<file path="src/rtl/tro_pkg.sv">
package tro_pkg;

  localparam int TRO_DEPTH = 16;
  localparam int REC_W     = 64;

  typedef enum logic [1:0] {
    FUNC_INSERT = 2'd0,
    FUNC_READ1  = 2'd1,
    FUNC_READ2  = 2'd2,
    FUNC_NOP    = 2'd3
  } tro_func_t;

  typedef enum logic [2:0] {
    STS_INSERTED  = 3'd0,
    STS_FULL      = 3'd1,
    STS_EMPTY     = 3'd2,
    STS_PENDING   = 3'd3,
    STS_DELIVERED = 3'd4,
    STS_ALREADY   = 3'd5
  } tro_status_t;

  typedef enum logic {
    S_IDLE,
    S_POST
  } tro_state_t;

  // Commands from the controller to the datapath.
  typedef struct packed {
    logic take;
    logic post;
  } tro_cmd_t;

  // Status from the datapath to the controller.
  typedef struct packed {
    logic skip;
    logic out_free;
  } tro_sts_t;

endpackage

</file>
<file path="src/rtl/tro_stream_if.sv">
interface tro_in_if;
  logic               valid;
  logic               ready;
  logic        [1:0]  func;
  logic        [15:0] sensor_id;
  logic        [31:0] timestamp;
  logic signed [15:0] temperature;

  modport source (output valid, output func, output sensor_id, output timestamp,
                  output temperature, input ready);
  modport sink (input valid, input func, input sensor_id, input timestamp,
                input temperature, output ready);
endinterface

interface tro_out_if;
  logic               valid;
  logic               ready;
  logic        [2:0]  status;
  logic        [15:0] out_sensor_id;
  logic        [31:0] out_timestamp;
  logic signed [15:0] out_temperature;
  logic               removed;

  modport source (output valid, output status, output out_sensor_id, output out_timestamp,
                  output out_temperature, output removed, input ready);
  modport sink (input valid, input status, input out_sensor_id, input out_timestamp,
                input out_temperature, input removed, output ready);
endinterface

</file>
<file path="src/rtl/tro_controller.sv">
module tro_controller (
  input  logic              clk,
  input  logic              rst_n,
  input  logic              in_valid,
  output logic              in_ready,
  input  tro_pkg::tro_sts_t sts,
  output tro_pkg::tro_cmd_t cmd
);
  import tro_pkg::*;

  tro_state_t state_r, state_nxt;

  always_ff @(posedge clk) begin
    if (!rst_n) begin
      state_r <= S_IDLE;
    end else begin
      state_r <= state_nxt;
    end
  end

  always_comb begin
    state_nxt = state_r;
    case (state_r)
      S_IDLE: begin
        // The unused function code is consumed without a result.
        if (in_valid && !sts.skip) state_nxt = S_POST;
      end
      S_POST: begin
        if (sts.out_free) state_nxt = S_IDLE;
      end
      default: state_nxt = S_IDLE;
    endcase
  end

  always_comb begin
    in_ready = 1'b0;
    cmd      = '0;
    case (state_r)
      S_IDLE: begin
        in_ready = 1'b1;
        cmd.take = in_valid;
      end
      S_POST: begin
        cmd.post = sts.out_free;
      end
      default: begin
        in_ready = 1'b0;
      end
    endcase
  end

endmodule

</file>
<file path="src/rtl/tro_datapath.sv">
module tro_datapath #(
  parameter int DEPTH = tro_pkg::TRO_DEPTH
) (
  input  logic               clk,
  input  logic               rst_n,
  input  tro_pkg::tro_cmd_t  cmd,
  output tro_pkg::tro_sts_t  sts,
  input  logic        [1:0]  in_func,
  input  logic        [15:0] in_sensor_id,
  input  logic        [31:0] in_timestamp,
  input  logic signed [15:0] in_temperature,
  input  logic               out_ready,
  output logic               out_valid,
  output logic        [2:0]  out_status,
  output logic        [15:0] out_sensor_id,
  output logic        [31:0] out_timestamp,
  output logic signed [15:0] out_temperature,
  output logic               out_removed
);
  import tro_pkg::*;

  localparam int PTR_W = (DEPTH > 1) ? $clog2(DEPTH) : 1;
  localparam int CNT_W = $clog2(DEPTH + 1);
  localparam logic [PTR_W-1:0] LAST_IDX = PTR_W'(DEPTH - 1);
  localparam logic [CNT_W-1:0] FULL_CNT = CNT_W'(DEPTH);

  logic [REC_W-1:0] mem [DEPTH];
  logic [REC_W-1:0] rd_data_r;

  logic [PTR_W-1:0] rd_ptr_r, rd_ptr_nxt;
  logic [PTR_W-1:0] wr_ptr_r, wr_ptr_nxt;
  logic [CNT_W-1:0] fill_r, fill_nxt;
  logic             head_read_r, head_read_nxt;

  tro_func_t   func;
  tro_status_t res_status;
  logic        res_has_rec;
  logic        res_removed;
  logic        wr_en;
  logic        rd_en;
  logic        empty;
  logic        full;

  tro_status_t res_status_r;
  logic        res_has_rec_r;
  logic        res_removed_r;
  logic        out_valid_r;

  assign func  = tro_func_t'(in_func);
  assign empty = (fill_r == '0);
  assign full  = (fill_r == FULL_CNT);

  assign sts.skip     = (func == FUNC_NOP);
  assign sts.out_free = !out_valid_r || out_ready;

  always_comb begin
    res_status    = STS_INSERTED;
    res_has_rec   = 1'b0;
    res_removed   = 1'b0;
    wr_en         = 1'b0;
    rd_ptr_nxt    = rd_ptr_r;
    wr_ptr_nxt    = wr_ptr_r;
    fill_nxt      = fill_r;
    head_read_nxt = head_read_r;
    case (func)
      FUNC_INSERT: begin
        if (full) begin
          res_status = STS_FULL;
        end else begin
          wr_en      = cmd.take;
          wr_ptr_nxt = (wr_ptr_r == LAST_IDX) ? '0 : wr_ptr_r + 1'b1;
          fill_nxt   = fill_r + 1'b1;
        end
      end
      FUNC_READ1: begin
        if (empty) begin
          res_status = STS_EMPTY;
        end else if (head_read_r) begin
          res_status = STS_ALREADY;
        end else begin
          res_status    = STS_DELIVERED;
          res_has_rec   = 1'b1;
          head_read_nxt = 1'b1;
        end
      end
      FUNC_READ2: begin
        if (empty) begin
          res_status = STS_EMPTY;
        end else if (!head_read_r) begin
          res_status = STS_PENDING;
        end else begin
          // The second reader's beat frees the head entry.
          res_status    = STS_DELIVERED;
          res_has_rec   = 1'b1;
          res_removed   = 1'b1;
          head_read_nxt = 1'b0;
          rd_ptr_nxt    = (rd_ptr_r == LAST_IDX) ? '0 : rd_ptr_r + 1'b1;
          fill_nxt      = fill_r - 1'b1;
        end
      end
      default: begin
        res_status = STS_INSERTED;
      end
    endcase
  end

  assign rd_en = cmd.take && res_has_rec;

  always_ff @(posedge clk) begin
    if (wr_en) mem[wr_ptr_r] <= {in_sensor_id, in_timestamp, in_temperature};
    if (rd_en) rd_data_r <= mem[rd_ptr_r];
  end

  always_ff @(posedge clk) begin
    if (!rst_n) begin
      rd_ptr_r    <= '0;
      wr_ptr_r    <= '0;
      fill_r      <= '0;
      head_read_r <= 1'b0;
    end else if (cmd.take) begin
      rd_ptr_r    <= rd_ptr_nxt;
      wr_ptr_r    <= wr_ptr_nxt;
      fill_r      <= fill_nxt;
      head_read_r <= head_read_nxt;
    end
  end

  always_ff @(posedge clk) begin
    if (cmd.take) begin
      res_status_r  <= res_status;
      res_has_rec_r <= res_has_rec;
      res_removed_r <= res_removed;
    end
  end

  always_ff @(posedge clk) begin
    if (!rst_n) begin
      out_valid_r <= 1'b0;
    end else if (cmd.post) begin
      out_valid_r <= 1'b1;
    end else if (out_ready) begin
      out_valid_r <= 1'b0;
    end
  end

  always_ff @(posedge clk) begin
    if (cmd.post) begin
      out_status      <= res_status_r;
      out_removed     <= res_removed_r;
      out_sensor_id   <= res_has_rec_r ? rd_data_r[63:48] : '0;
      out_timestamp   <= res_has_rec_r ? rd_data_r[47:16] : '0;
      out_temperature <= res_has_rec_r ? $signed(rd_data_r[15:0]) : '0;
    end
  end

  assign out_valid = out_valid_r;

endmodule

</file>
<file path="src/rtl/two_reader_ordered_fifo_core.sv">
// Ordered record FIFO shared by two readers.
// in_ch carries one request per beat: func selects an insert of the
// record (sensor_id, timestamp, temperature), a read by the first reader,
// or a read by the second reader. out_ch carries one result per request:
// a status, the head record when it was delivered, and a flag set when
// the second reader's read freed the head. The unused func code is taken
// and produces no result.
// The record store is a DEPTH-entry memory with a registered read port.
// A request is taken in S_IDLE and its result is registered; in S_POST
// the result is loaded into the output register once that register is
// free. in_ch.ready is low in S_POST, so a new request is taken only
// after the result of the last one has been loaded.
// The output register lets a new request be taken while a result waits.
// When out_ch stalls, at most one further request is held until the
// output register frees; in_ch.ready stays low meanwhile.
// After reset the store is empty, both pointers are zero and the head is
// unread; no clearing pass is needed.
module two_reader_ordered_fifo_core #(
  parameter int DEPTH = tro_pkg::TRO_DEPTH
) (
  input logic clk,
  input logic rst_n,
  tro_in_if.sink    in_ch,
  tro_out_if.source out_ch
);
  import tro_pkg::*;

  tro_cmd_t cmd;
  tro_sts_t sts;

  tro_controller u_ctrl (
    .clk      (clk),
    .rst_n    (rst_n),
    .in_valid (in_ch.valid),
    .in_ready (in_ch.ready),
    .sts      (sts),
    .cmd      (cmd)
  );

  tro_datapath #(
    .DEPTH (DEPTH)
  ) u_dp (
    .clk             (clk),
    .rst_n           (rst_n),
    .cmd             (cmd),
    .sts             (sts),
    .in_func         (in_ch.func),
    .in_sensor_id    (in_ch.sensor_id),
    .in_timestamp    (in_ch.timestamp),
    .in_temperature  (in_ch.temperature),
    .out_ready       (out_ch.ready),
    .out_valid       (out_ch.valid),
    .out_status      (out_ch.status),
    .out_sensor_id   (out_ch.out_sensor_id),
    .out_timestamp   (out_ch.out_timestamp),
    .out_temperature (out_ch.out_temperature),
    .out_removed     (out_ch.removed)
  );

endmodule
</file>
<file path="src/flat_wrapper.sv">
// flat-port wrapper written by rule: the top's interface ports become plain ports
module two_reader_ordered_fifo_core_flat import tro_pkg::*;
#(
  parameter int DEPTH = tro_pkg::TRO_DEPTH
)
  (clk, rst_n, in_ch_valid, in_ch_func, in_ch_sensor_id, in_ch_timestamp, in_ch_temperature, in_ch_ready, out_ch_valid, out_ch_status, out_ch_out_sensor_id, out_ch_out_timestamp, out_ch_out_temperature, out_ch_removed, out_ch_ready);
  tro_in_if in_ch_i ();
  tro_out_if out_ch_i ();
  input logic clk;
  input logic rst_n;
  input wire logic [$bits(in_ch_i.valid)-1:0] in_ch_valid;
  input wire logic [$bits(in_ch_i.func)-1:0] in_ch_func;
  input wire logic [$bits(in_ch_i.sensor_id)-1:0] in_ch_sensor_id;
  input wire logic [$bits(in_ch_i.timestamp)-1:0] in_ch_timestamp;
  input wire logic [$bits(in_ch_i.temperature)-1:0] in_ch_temperature;
  output wire logic [$bits(in_ch_i.ready)-1:0] in_ch_ready;
  output wire logic [$bits(out_ch_i.valid)-1:0] out_ch_valid;
  output wire logic [$bits(out_ch_i.status)-1:0] out_ch_status;
  output wire logic [$bits(out_ch_i.out_sensor_id)-1:0] out_ch_out_sensor_id;
  output wire logic [$bits(out_ch_i.out_timestamp)-1:0] out_ch_out_timestamp;
  output wire logic [$bits(out_ch_i.out_temperature)-1:0] out_ch_out_temperature;
  output wire logic [$bits(out_ch_i.removed)-1:0] out_ch_removed;
  input wire logic [$bits(out_ch_i.ready)-1:0] out_ch_ready;
  assign in_ch_i.valid = in_ch_valid;
  assign in_ch_i.func = in_ch_func;
  assign in_ch_i.sensor_id = in_ch_sensor_id;
  assign in_ch_i.timestamp = in_ch_timestamp;
  assign in_ch_i.temperature = in_ch_temperature;
  assign in_ch_ready = in_ch_i.ready;
  assign out_ch_valid = out_ch_i.valid;
  assign out_ch_status = out_ch_i.status;
  assign out_ch_out_sensor_id = out_ch_i.out_sensor_id;
  assign out_ch_out_timestamp = out_ch_i.out_timestamp;
  assign out_ch_out_temperature = out_ch_i.out_temperature;
  assign out_ch_removed = out_ch_i.removed;
  assign out_ch_i.ready = out_ch_ready;
  two_reader_ordered_fifo_core #(.DEPTH(DEPTH)) u_core (.clk(clk), .rst_n(rst_n), .in_ch(in_ch_i), .out_ch(out_ch_i));
endmodule
</file>
<file path="config.mk">
export PLATFORM = sky130hd
export DESIGN_NAME = two_reader_ordered_fifo_core_flat
export DESIGN_NICKNAME = d
export VERILOG_FILES = /design/src/rtl/tro_pkg.sv /design/src/rtl/tro_stream_if.sv /design/src/rtl/tro_controller.sv /design/src/rtl/tro_datapath.sv /design/src/rtl/two_reader_ordered_fifo_core.sv /design/src/flat_wrapper.sv
export SDC_FILE = /design/constraint.sdc
export NUM_CORES = 1
export LEC_CHECK = 0
export BUFFER_PORTS_ARGS = -buffer_cell sky130_fd_sc_hd__buf_2
export CAP_MARGIN = 10
export CORE_ASPECT_RATIO = 0.7
export CORE_MARGIN = 1
export CORE_UTILIZATION = 30
export CTS_BUF_LIST = sky130_fd_sc_hd__clkbuf_4 sky130_fd_sc_hd__clkbuf_8
export CTS_CLUSTER_SIZE = 16
export DETAILED_ROUTE_END_ITERATION = 8
export PLACE_DENSITY = 0.51
export SLEW_MARGIN = 20
export SYNTH_ARGS = -nofsm -noshare
export SYNTH_HDL_FRONTEND = slang
export SYNTH_SLANG_ARGS = --single-unit
</file>
<file path="constraint.sdc">
create_clock -name clk -period 8.8 [get_ports clk]
set_input_delay 1.76 -clock clk [delete_from_list [all_inputs] [get_ports clk]]
set_output_delay 1.76 -clock clk [all_outputs]
set_load 0.02 [all_outputs]
</file>
==> metrics.cfg, run 1 <==
[clock_network]
ctsResizeCount = 0
ctsHoldBuffers = 0
cts_root_buffer = clkbuf_8
clock_sinks = 1177
insertion_delay_ps = 850
tritoncts = yes
cts_buffer_depth = 3
clk_pin_slew_worst_paths_ps = 60
post-cts-setup-buffers = 0
cts_buffers = 178
htree_levels = 4

[detailed_routing]
vias = 20490
wire_per_inst_um = 24.04
first_iter_violations = 1559
drc = 0
detail_route.first_pass.iterations = 5
finalWirelength_um = 104300
routed_via_density = 4.725
ant_nets = 0

[synthesis]
ys_seq_area_share_pct = 78.98
synth_top_family_by_area = multiplexers
muxShareOfSynthArea_pct = 14.47
yosysWarnings = 0
synth-compound-area-share_pct = 2.356
yosysUniqueCellTypes = 45
synth-adder-area-share_pct = 0.3820
synth_edf_count = 1161
synth_area_um2 = 44550
synth_area_per_cell_um2 = 22.39
synth-simple-area-share_pct = 2.502
synth_seq_cells = 1177
synth_xor_area_share_pct = 0.05898
synthArstFlopShare_pct = 0
yosys_most_used_dff = edfxtp_1
syn_nets = 2073
syn_inst = 1990

[critical_path]
critical_path_class = input port to flop
rr_worst_depth = 5
critPathCaptureType = flop
crit_arrival_ps = 4570
cp.required_ps = 9260
critPathMaxFanout = 43
reg2reg_setup_slack_ps = 5120
cp-start-kind = input port

[grt]
grt_use_total_pct = 13.82
grt_pass1_wl_um = 151800
grt_remaining_overflow = 0
antenna_found_initial = 13
grt_max_degree = 114
grt_pass1_vias = 21780

[flow_run]
drv_cap = 0

[placed_design]
place.gp.congestion = 0.7325
port_buffers = 139
dp_hpwl_um = 59040

[die]
die_y_um = 324.4
start_util_pct = 30.43
core.rowCount = 117
die-area_um2 = 150100
die_w_um = 462.6
ios = 140
core_um2 = 146400

[finish]
layout-drive-gt1-share_pct = 30.54
area_growth_pct = 14.99
layout_common_cells = edfxtp_1 (1161), mux4_2 (256), clkbuf_8 (182)
nets = 2326
fin_util_pct = 34.99
layout_commonest_cell = edfxtp_1
fillCellCount = 13600

[timing]
timing.final.crit_share_pct = 46.81
setup-tns-final_ps = 0
finalMaxSlewViolations = 0
setup_viol = 0
hold_violations = 0
rsz0062_at_grt = false
period_needed_ps = 4119
slew_headroom_pct = 35.19
timing.fmax_mhz = 242.8
fin_worst_skew_ps = 30.83
tightest_slew_ps = 972.1

[status]
status = complete, no violations

[worst_hold_path]
hp-class = flop to flop
hold_depth = 0

[pwr]
ir_drop_mv = 0.1870
leakagePower_nw = 15.43
finalPower_mw = 10.88
p_per_area_nw_per_um2 = 212.4

-- power breakdown --
| group | total [mW] | internal, mW | switching, mW |
|---|---|---|---|
| clock | 4.46 | 2.36 | 2.11 |
| sequential | 6.20 | 6.19 | 0.0123 |
| combinational | 0.216 | 0.0538 | 0.162 |
-- cell usage after synthesis, drive strengths merged (2+ instances only) --
cell    number  area (um^2)
clkbuf      59        221.5
dfxtp       16        320.3
nor2b       67        419.2
nand2b       4        25.02
a21oi       77        385.4
inv         11        41.29
o211ai       3        27.52
mux2i       68        680.7
xor2         2        17.52
nor3        10        55.05
edfxtp    1161        34860
or3          3        18.77
ha          12        150.1
buf         48        295.3
a21o         2        15.01
nor2        26        97.59
nor4         2        12.51
nand3        3        15.01
mux4       256         5766
o21ai        5        25.02
nand2        9        33.78
and2        65        406.6
a211oi      64        480.5
-- cell families after synthesis --
kind of cell,after synthesis
flip-flops,1177
multiplexers,324
AND/OR/NAND/NOR,192
AO/OA/AOI/OAI,163
buffers and inverters,118
adder cells (fa/ha/maj),13
XOR/XNOR,3
-- cell type report --
cell class / count / area (um^2) / share of cell area [%]
timing repair buffer: 180 / 1146 / 2.237
clock inverter: 84 / 626.9 / 1.224
multi-input combinational: 695 / 8930 / 17.43
sequential: 1177 / 35200 / 68.71
antenna: 3 / 7.507 / 0.01465
tap: 1963 / 2456 / 4.795
clock buffer: 224 / 2820 / 5.505
inverter: 11 / 41.29 / 0.08060
-- per-stage QoR --
stage	hold slack, ps	cells	cell area [um^2]	setup slack, ps
floorplan	400.3	1990	44550	1372
global placement	426.7	4020	47620	3784
detailed placement	419.6	4022	47680	3694
CTS	431.9	4330	51130	4650
global route	448.1	4336	51220	4547
finish	424.2	4337	51230	4681
-- worst max-delay path, cell delays in order --
cell      delay, ps
buf_2            80
nand2b_1        160
inv_1           330
o211a_1         410
nand2_1         290
nor2_4          750
buf_4           700
-- state kept, by name, summed over array words and instances, names as in the netlist, 4 cells and up --
| register | flops |
|---|---|
| u_core.u_dp.mem | 1024 |
| u_core.u_dp.rd_data_r | 64 |
| u_core.u_dp.rd_ptr_r | 4 |
| u_core.u_dp.fill_r | 5 |
| u_core.u_dp.out_temperature | 16 |
| u_core.u_dp.out_timestamp | 32 |
| u_core.u_dp.wr_ptr_r | 4 |
| u_core.u_dp.out_sensor_id | 16 |
-- worst paths after layout --
check / start / to
hold / removal: u_core.u_dp.res_status_r[1]$_DFFE_PP_ / u_core.u_dp.out_status[1]$_DFFE_PP_
hold reg to reg: u_core.u_dp.res_status_r[1]$_DFFE_PP_ / u_core.u_dp.out_status[1]$_DFFE_PP_
setup / recovery: in_ch_valid / u_core.u_dp.mem[13][13]$_DFFE_PP_
setup reg to reg: u_core.u_dp.rd_ptr_r[2]$_SDFFE_PN0P_ / u_core.u_dp.rd_data_r[1]$_DFFE_PP_
-- per-layer routing --
metal	global-route usage [%]	vias up	wire length (um)
met3	2.830	184	4649
met1	19.33	10970	47960
li1	-	8802	-
met5	0	-	13
met4	4.167	2	2157
met2	21.67	535	49480
No activity file was read; power rests on OpenSTA's default activity.
==> inputs of run 2 (changes only) <==
PLACE_DENSITY = 0.53   (was 0.51)
clock period = 3.3 ns   (was 8.8 ns; I/O delays follow)
==> metrics.cfg, run 2 (synthesized netlist as in run 1, its figures left out) <==
[finish]
layout_common_cells = edfxtp_1 (1161), mux4_2 (256), clkbuf_8 (182)
nets = 2369  ; +1.8%
layout_commonest_cell = edfxtp_1
seq_area_um2 = 35200  ; unchanged
reg_top3 = u_core.u_dp.mem: 1024 flops, u_core.u_dp.rd_data_r: 64 flops, u_core.u_dp.out_timestamp: 32 flops
final_area_um2 = 52040  ; +1.6%
multi_input_area_um2 = 8969  ; +0.43%
fin_util_pct = 35.55  ; +0.56 points
fillCellCount = 13520  ; -0.57%
area_growth_pct = 16.82
largest_register_ffs = 1024  ; unchanged
layout-drive-gt1-share_pct = 32.25  ; +1.7 points
regMostFlops = u_core.u_dp.mem

[detailed_routing]
wire_per_inst_um = 23.14  ; -3.8%
routed_via_density = 4.703  ; -0.47%
ant_nets = 0  ; unchanged
vias = 20670  ; +0.89%
finalWirelength_um = 101700  ; -2.4%
first_iter_violations = 1634  ; +4.8%
drc = 0  ; unchanged
detail_route.first_pass.iterations = 5  ; unchanged

[pwr]
p_switching_mw = 6.102  ; +170%
seqPwrFrac_pct = 56.7  ; -0.3 points
comb_power_share_pct = 1.9  ; about the same
switching_share_pct = 20.94  ; -0.026 points
intPower_mw = 23.03  ; +170%
ir_drop_mv = 0.3907  ; +110%
leakagePower_nw = 15.79  ; +2.4%
clkPwrFrac_pct = 41.3  ; +0.3 points
p_per_area_nw_per_um2 = 559.9  ; +160%

[clock_network]
tritoncts = yes
cts_root_buffer = clkbuf_8
clk_pin_slew_worst_paths_ps = 70  ; about the same
htree_levels = 4  ; unchanged
clock_sinks = 1177  ; unchanged
cts_buffer_depth = 3  ; unchanged
insertion_delay_ps = 870  ; +20 ps
cts_buffers = 179  ; +0.56%

[die]
ios = 140  ; unchanged
die-area_um2 = 150100  ; unchanged
die_y_um = 324.4  ; unchanged
core_um2 = 146400  ; unchanged
start_util_pct = 30.43  ; unchanged
die_w_um = 462.6  ; unchanged
core.rowCount = 117  ; unchanged

[critical_path]
r2r_end = u_core.u_dp.rd_data_r[48]$_DFFE_PP_
critical_path_class = flop to flop
path_buf_inv = 1  ; -2
path_depth = 5  ; -2
cp-start-kind = flop
cp.required_ps = 3870  ; -5390 ps
crit_path_top_delay_cell = dfxtp_4
reg2reg_setup_slack_ps = 650  ; -4470 ps
max_stage_delay_ps = 610  ; -140 ps
critPathTopFamily = flip-flops
critPathMaxFanout = 51  ; +19%
critPathCaptureType = flop
rr_worst_depth = 5  ; unchanged
path_cells = buf_12 > mux4_2 > nor2b_1 > a211oi_1 > a21oi_1
crit_arrival_ps = 3220  ; -1350 ps
r2r_start = u_core.u_dp.rd_ptr_r[0]$_SDFFE_PN0P_

[timing]
setup_viol = 0  ; unchanged
timing.fmax_mhz = 377.5
holdWs_ps = 167.4  ; -256.9 ps
slew_headroom_pct = 46.87  ; +12 points
layout_setup_ws_ps = 650.7  ; -4030 ps
fin_worst_skew_ps = 52.45  ; +21.62 ps
hold_violations = 0  ; unchanged
tightest_slew_ps = 796.9  ; -175.2 ps
timing.final.crit_share_pct = 80.28
period_needed_ps = 2649
rsz0062_at_grt = false
finalMaxSlewViolations = 0  ; unchanged

[grt]
grt_pass1_wl_um = 149900  ; -1.3%
grt_use_total_pct = 13.51  ; -0.30 points
antenna_found_initial = 16  ; +3
grt_max_degree = 69  ; -39%
grt_remaining_overflow = 0  ; unchanged
grt_pass1_vias = 22400  ; +2.8%

[worst_hold_path]
hold_depth = 1  ; +1
min_from = in_ch_sensor_id[10]
hp-class = input port to flop
hold_end = u_core.u_dp.mem[9][58]$_DFFE_PP_

[placed_design]
port_buffers = 139  ; unchanged
preCtsSetupSlack_ps = 430.2  ; -3264 ps
dp_hpwl_um = 58120  ; -1.6%
placedInstanceArea_um2 = 48460  ; +1.6%
place.gp.congestion = 0.7390  ; +0.89%

[flow_run]
drv_cap = 0  ; unchanged

[status]
status = complete, no violations

==> run 2: cell type report <==
type / count / share of cell area (%)
multi-input combinational: 695 / 17.23
clock buffer: 236 / 5.592
antenna: 5 / 0.02404
inverter: 11 / 0.08415
sequential: 1177 / 67.64
clock inverter: 87 / 1.226
tap: 1963 / 4.720
timing repair buffer: 222 / 3.481
==> run 2: what timing repair did <==
item,CTS,global route
setup buffers,0,0
gates resized for setup,0,0
endpoints found under the hold margin,3,0
hold buffers,2,0
==> run 2: worst max-delay path by stage <==
stage,from,endpoint
global placement,in_ch_func[0],u_core.u_dp.rd_data_r[27]$_DFFE_PP_
global route,u_core.u_dp.rd_ptr_r[0]$_SDFFE_PN0P_,u_core.u_dp.rd_data_r[48]$_DFFE_PP_
detailed placement,in_ch_func[0],u_core.u_dp.rd_data_r[20]$_DFFE_PP_
CTS,u_core.u_dp.rd_ptr_r[0]$_SDFFE_PN0P_,u_core.u_dp.rd_data_r[48]$_DFFE_PP_
floorplan,in_ch_func[1],u_core.u_dp.mem[12][0]$_DFFE_PP_
finish,u_core.u_dp.rd_ptr_r[0]$_SDFFE_PN0P_,u_core.u_dp.rd_data_r[48]$_DFFE_PP_
==> run 2: metal layers <==
| metal | routed length, um | vias up | global-route usage (%) |
|---|---|---|---|
| met3 | 4983 | 210 | 2.754 |
| met5 | 30 | - | 0 |
| li1 | - | 8935 | - |
| met4 | 2338 | 6 | 4.333 |
| met1 | 47290 | 10950 | 18.99 |
| met2 | 47070 | 569 | 20.99 |
==> run 2: stage by stage <==
step	setup TNS (ps)	total power [mW]	instances
after floorplan	-95540	17.07	1990
after CTS	0	29.58	4391
after global placement	0	17.39	4066
final	0	29.14	4396
after detailed placement	0	17.43	4066
after global routing	0	30.20	4396
==> run 2: power by group through the flow <==
| stage | Sequential [mW] | Clock (mW) | Combinational [mW] |
|---|---|---|---|
| 2_1_floorplan | 16.9 | 0 | 0.185 |
| 3_3_place_gp | 16.8 | 0 | 0.553 |
| 3_5_place_dp | 16.8 | 0 | 0.581 |
| 4_1_cts | 16.5 | 12.5 | 0.583 |
| 5_1_grt | 16.5 | 13.1 | 0.628 |
| 6_report | 16.5 | 12.0 | 0.568 |
==> inputs of run 3 (changes only) <==
clock period = 2.4 ns   (was 3.3 ns; I/O delays follow)
==> metrics.cfg, run 3 (synthesized netlist as in run 1, its figures left out) <==
[finish]
regMostFlops = u_core.u_dp.mem
area_growth_pct = 20.79
layout_commonest_cell = edfxtp_1
fin_cells = 4529  ; +3.0%
seq_area_um2 = 35200  ; unchanged
final_area_um2 = 53810  ; +3.4%
fillCellCount = 13330  ; -1.4%
largest_register_ffs = 1024  ; unchanged
layout-drive-gt1-share_pct = 34.06  ; +1.8 points
multi_input_area_um2 = 9096  ; +1.4%
nets = 2507  ; +5.8%
reg_top3 = u_core.u_dp.mem: 1024 flops, u_core.u_dp.rd_data_r: 64 flops, u_core.u_dp.out_timestamp: 32 flops
layout_common_cells = edfxtp_1 (1161), mux4_2 (256), clkbuf_8 (178)

[timing]
rsz0062_at_grt = true
hold_violations = 0  ; unchanged
fin_worst_skew_ps = 75.27  ; +22.82 ps
slew_headroom_pct = 63.02  ; +16 points
tightest_slew_ps = 554.1  ; -242.8 ps
finalMaxSlewViolations = 0  ; unchanged
period_needed_ps = 2303  ; -346.3 ps
timing.final.crit_share_pct = 95.96  ; +16 points
timing.fmax_mhz = 434.2  ; +15%
setup_viol = 0  ; unchanged

[critical_path]
path_buf_inv = 2  ; +1
max_stage_delay_ps = 540  ; -70 ps
critPathTopFamily = buffers and inverters
critPathMaxFanout = 34  ; -33%
critPathCaptureType = flop
crit_arrival_ps = 2950  ; -270 ps
path_cells = buf_12 > buf_12 > mux4_2 > a211oi_1 > a21oi_1
critical_path_class = flop to flop
crit_path_top_delay_cell = mux4_2
cp.required_ps = 3050  ; -820 ps
cp-start-kind = flop
crit_top_cell = buf_12

[clock_network]
clock_sinks = 1177  ; unchanged
cts_root_buffer = clkbuf_8
tritoncts = yes
cts_buffer_depth = 3  ; unchanged
htree_levels = 4  ; unchanged
clk_pin_slew_worst_paths_ps = 70  ; about the same
cts_buffers = 178  ; -0.56%
insertion_delay_ps = 920  ; +50 ps

[placed_design]
place.gp.congestion = 0.7466  ; +1.0%
dp_cells = 4140  ; +1.8%
placedInstanceArea_um2 = 49610  ; +2.4%
dp_hpwl_um = 66050  ; +14%
port_buffers = 139  ; unchanged

[die]
core.rowCount = 117  ; unchanged
die-area_um2 = 150100  ; unchanged
core_um2 = 146400  ; unchanged
ios = 140  ; unchanged
die_w_um = 462.6  ; unchanged
start_util_pct = 30.43  ; unchanged
die_y_um = 324.4  ; unchanged

[grt]
antenna_found_initial = 9  ; -7
grt_remaining_overflow = 0  ; unchanged
grt_pass1_wl_um = 157200  ; +4.9%
grt_use_total_pct = 14.22  ; +0.71 points
grt_max_degree = 65  ; -5.8%
grt_pass1_vias = 22950  ; +2.5%

[detailed_routing]
wire_per_inst_um = 23.64  ; +2.2%
drc = 0  ; unchanged
detail_route.first_pass.iterations = 6  ; +1
first_iter_violations = 2026  ; +24%
finalWirelength_um = 107100  ; +5.3%
ant_nets = 0  ; unchanged
vias = 21470  ; +3.9%
routed_via_density = 4.740  ; +0.80%

[worst_hold_path]
hp-class = input port to flop

[pwr]
ir_drop_mv = 0.5233  ; +34%
p_per_area_nw_per_um2 = 743.5  ; +33%
leakagePower_nw = 16.57  ; +5.0%

[flow_run]
drv_cap = 0  ; unchanged

[status]
status = complete, no violations

## run 3: changes by cell type in the layout (fill, tap and decap cells not counted), moves of 5 or more
| cell | change |
|---|---|
| dlygate4sd3_1 | +65 |
| a211oi_1 | -8 |
| buf_12 | +41 |
| inv_12 | +6 |
| buf_4 | +33 |
| a211oi_2 | +7 |
| clkbuf_4 | -5 |
## run 3: worst reg2reg max path: stages (launching register included)
cell and delay, ps:
dfxtp_4 450, buf_12 310, buf_12 280, mux4_2 550, a211oi_1 410, a21oi_1 90
## run 3: where the power goes
group          leakage, nW  switching, mW  total (mW)  internal, mW
registers             10.6         0.0461        22.7          22.7
clock network         1.83           8.04        16.3          8.26
logic                 4.13          0.646       0.973         0.327
total                 16.6           8.73        40.0          31.3
## run 3: metal layers
layer / track usage, % / vias up / part of all wire, %
li1: - / 9205 / -
met1: 19.78 / 11470 / 45
met2: 22.54 / 610 / 47
met3: 2.852 / 181 / 5.1
met4: 4.138 / 6 / 2.1
met5: 0 / - / 0.036
## run 3: final cells by class
cell class | count | share of cell area [%]
repair buffers | 361 | 6.562
well taps | 1963 | 4.564
clock inverters | 92 | 1.216
inverters | 11 | 0.08836
multi-input cells | 695 | 16.90
diodes | 3 | 0.01395
flip-flops and latches | 1177 | 65.41
clock buffers | 227 | 5.236
## run 3: final timing paths
kind / start / to / slack, ps / cells after the start
max reg2reg: u_core.u_dp.rd_ptr_r[0]$_SDFFE_PN0P_ / u_core.u_dp.rd_data_r[52]$_DFFE_PP_ / 100 / 5
min reg2reg: u_core.u_dp.res_status_r[1]$_DFFE_PP_ / u_core.u_dp.out_status[1]$_DFFE_PP_ / 410 / 0
min: in_ch_func[0] / u_core.u_dp.head_read_r$_SDFFE_PN0P_ / 170 / 4
max: u_core.u_dp.rd_ptr_r[0]$_SDFFE_PN0P_ / u_core.u_dp.rd_data_r[52]$_DFFE_PP_ / 100 / 5
## run 3: what timing repair did
action / 4_1_cts / 5_1_grt
hold buffers: 67 / 0
gates resized for setup: 5 / 4
buffers inserted: 0 / 0
endpoints found under the setup margin: 5 / 5
hold endpoints to repair: 1029 / 0
## run 3: per-stage QoR
step                      setup TNS [ps]  power [mW]  hold WS (ps)  utilization (%)  setup WS (ps)
final                                  0       40.01         171.2            36.76          96.95
after global routing              -7.957       41.48         123.3            36.76         -7.957
after CTS                              0       40.58         78.31            36.74          17.40
after detailed placement          -516.2       24.05         404.5            33.89         -221.6
after global placement            -575.2       24.01         404.7            33.89         -197.1
after floorplan                  -351680       23.49         400.3                -         -733.8
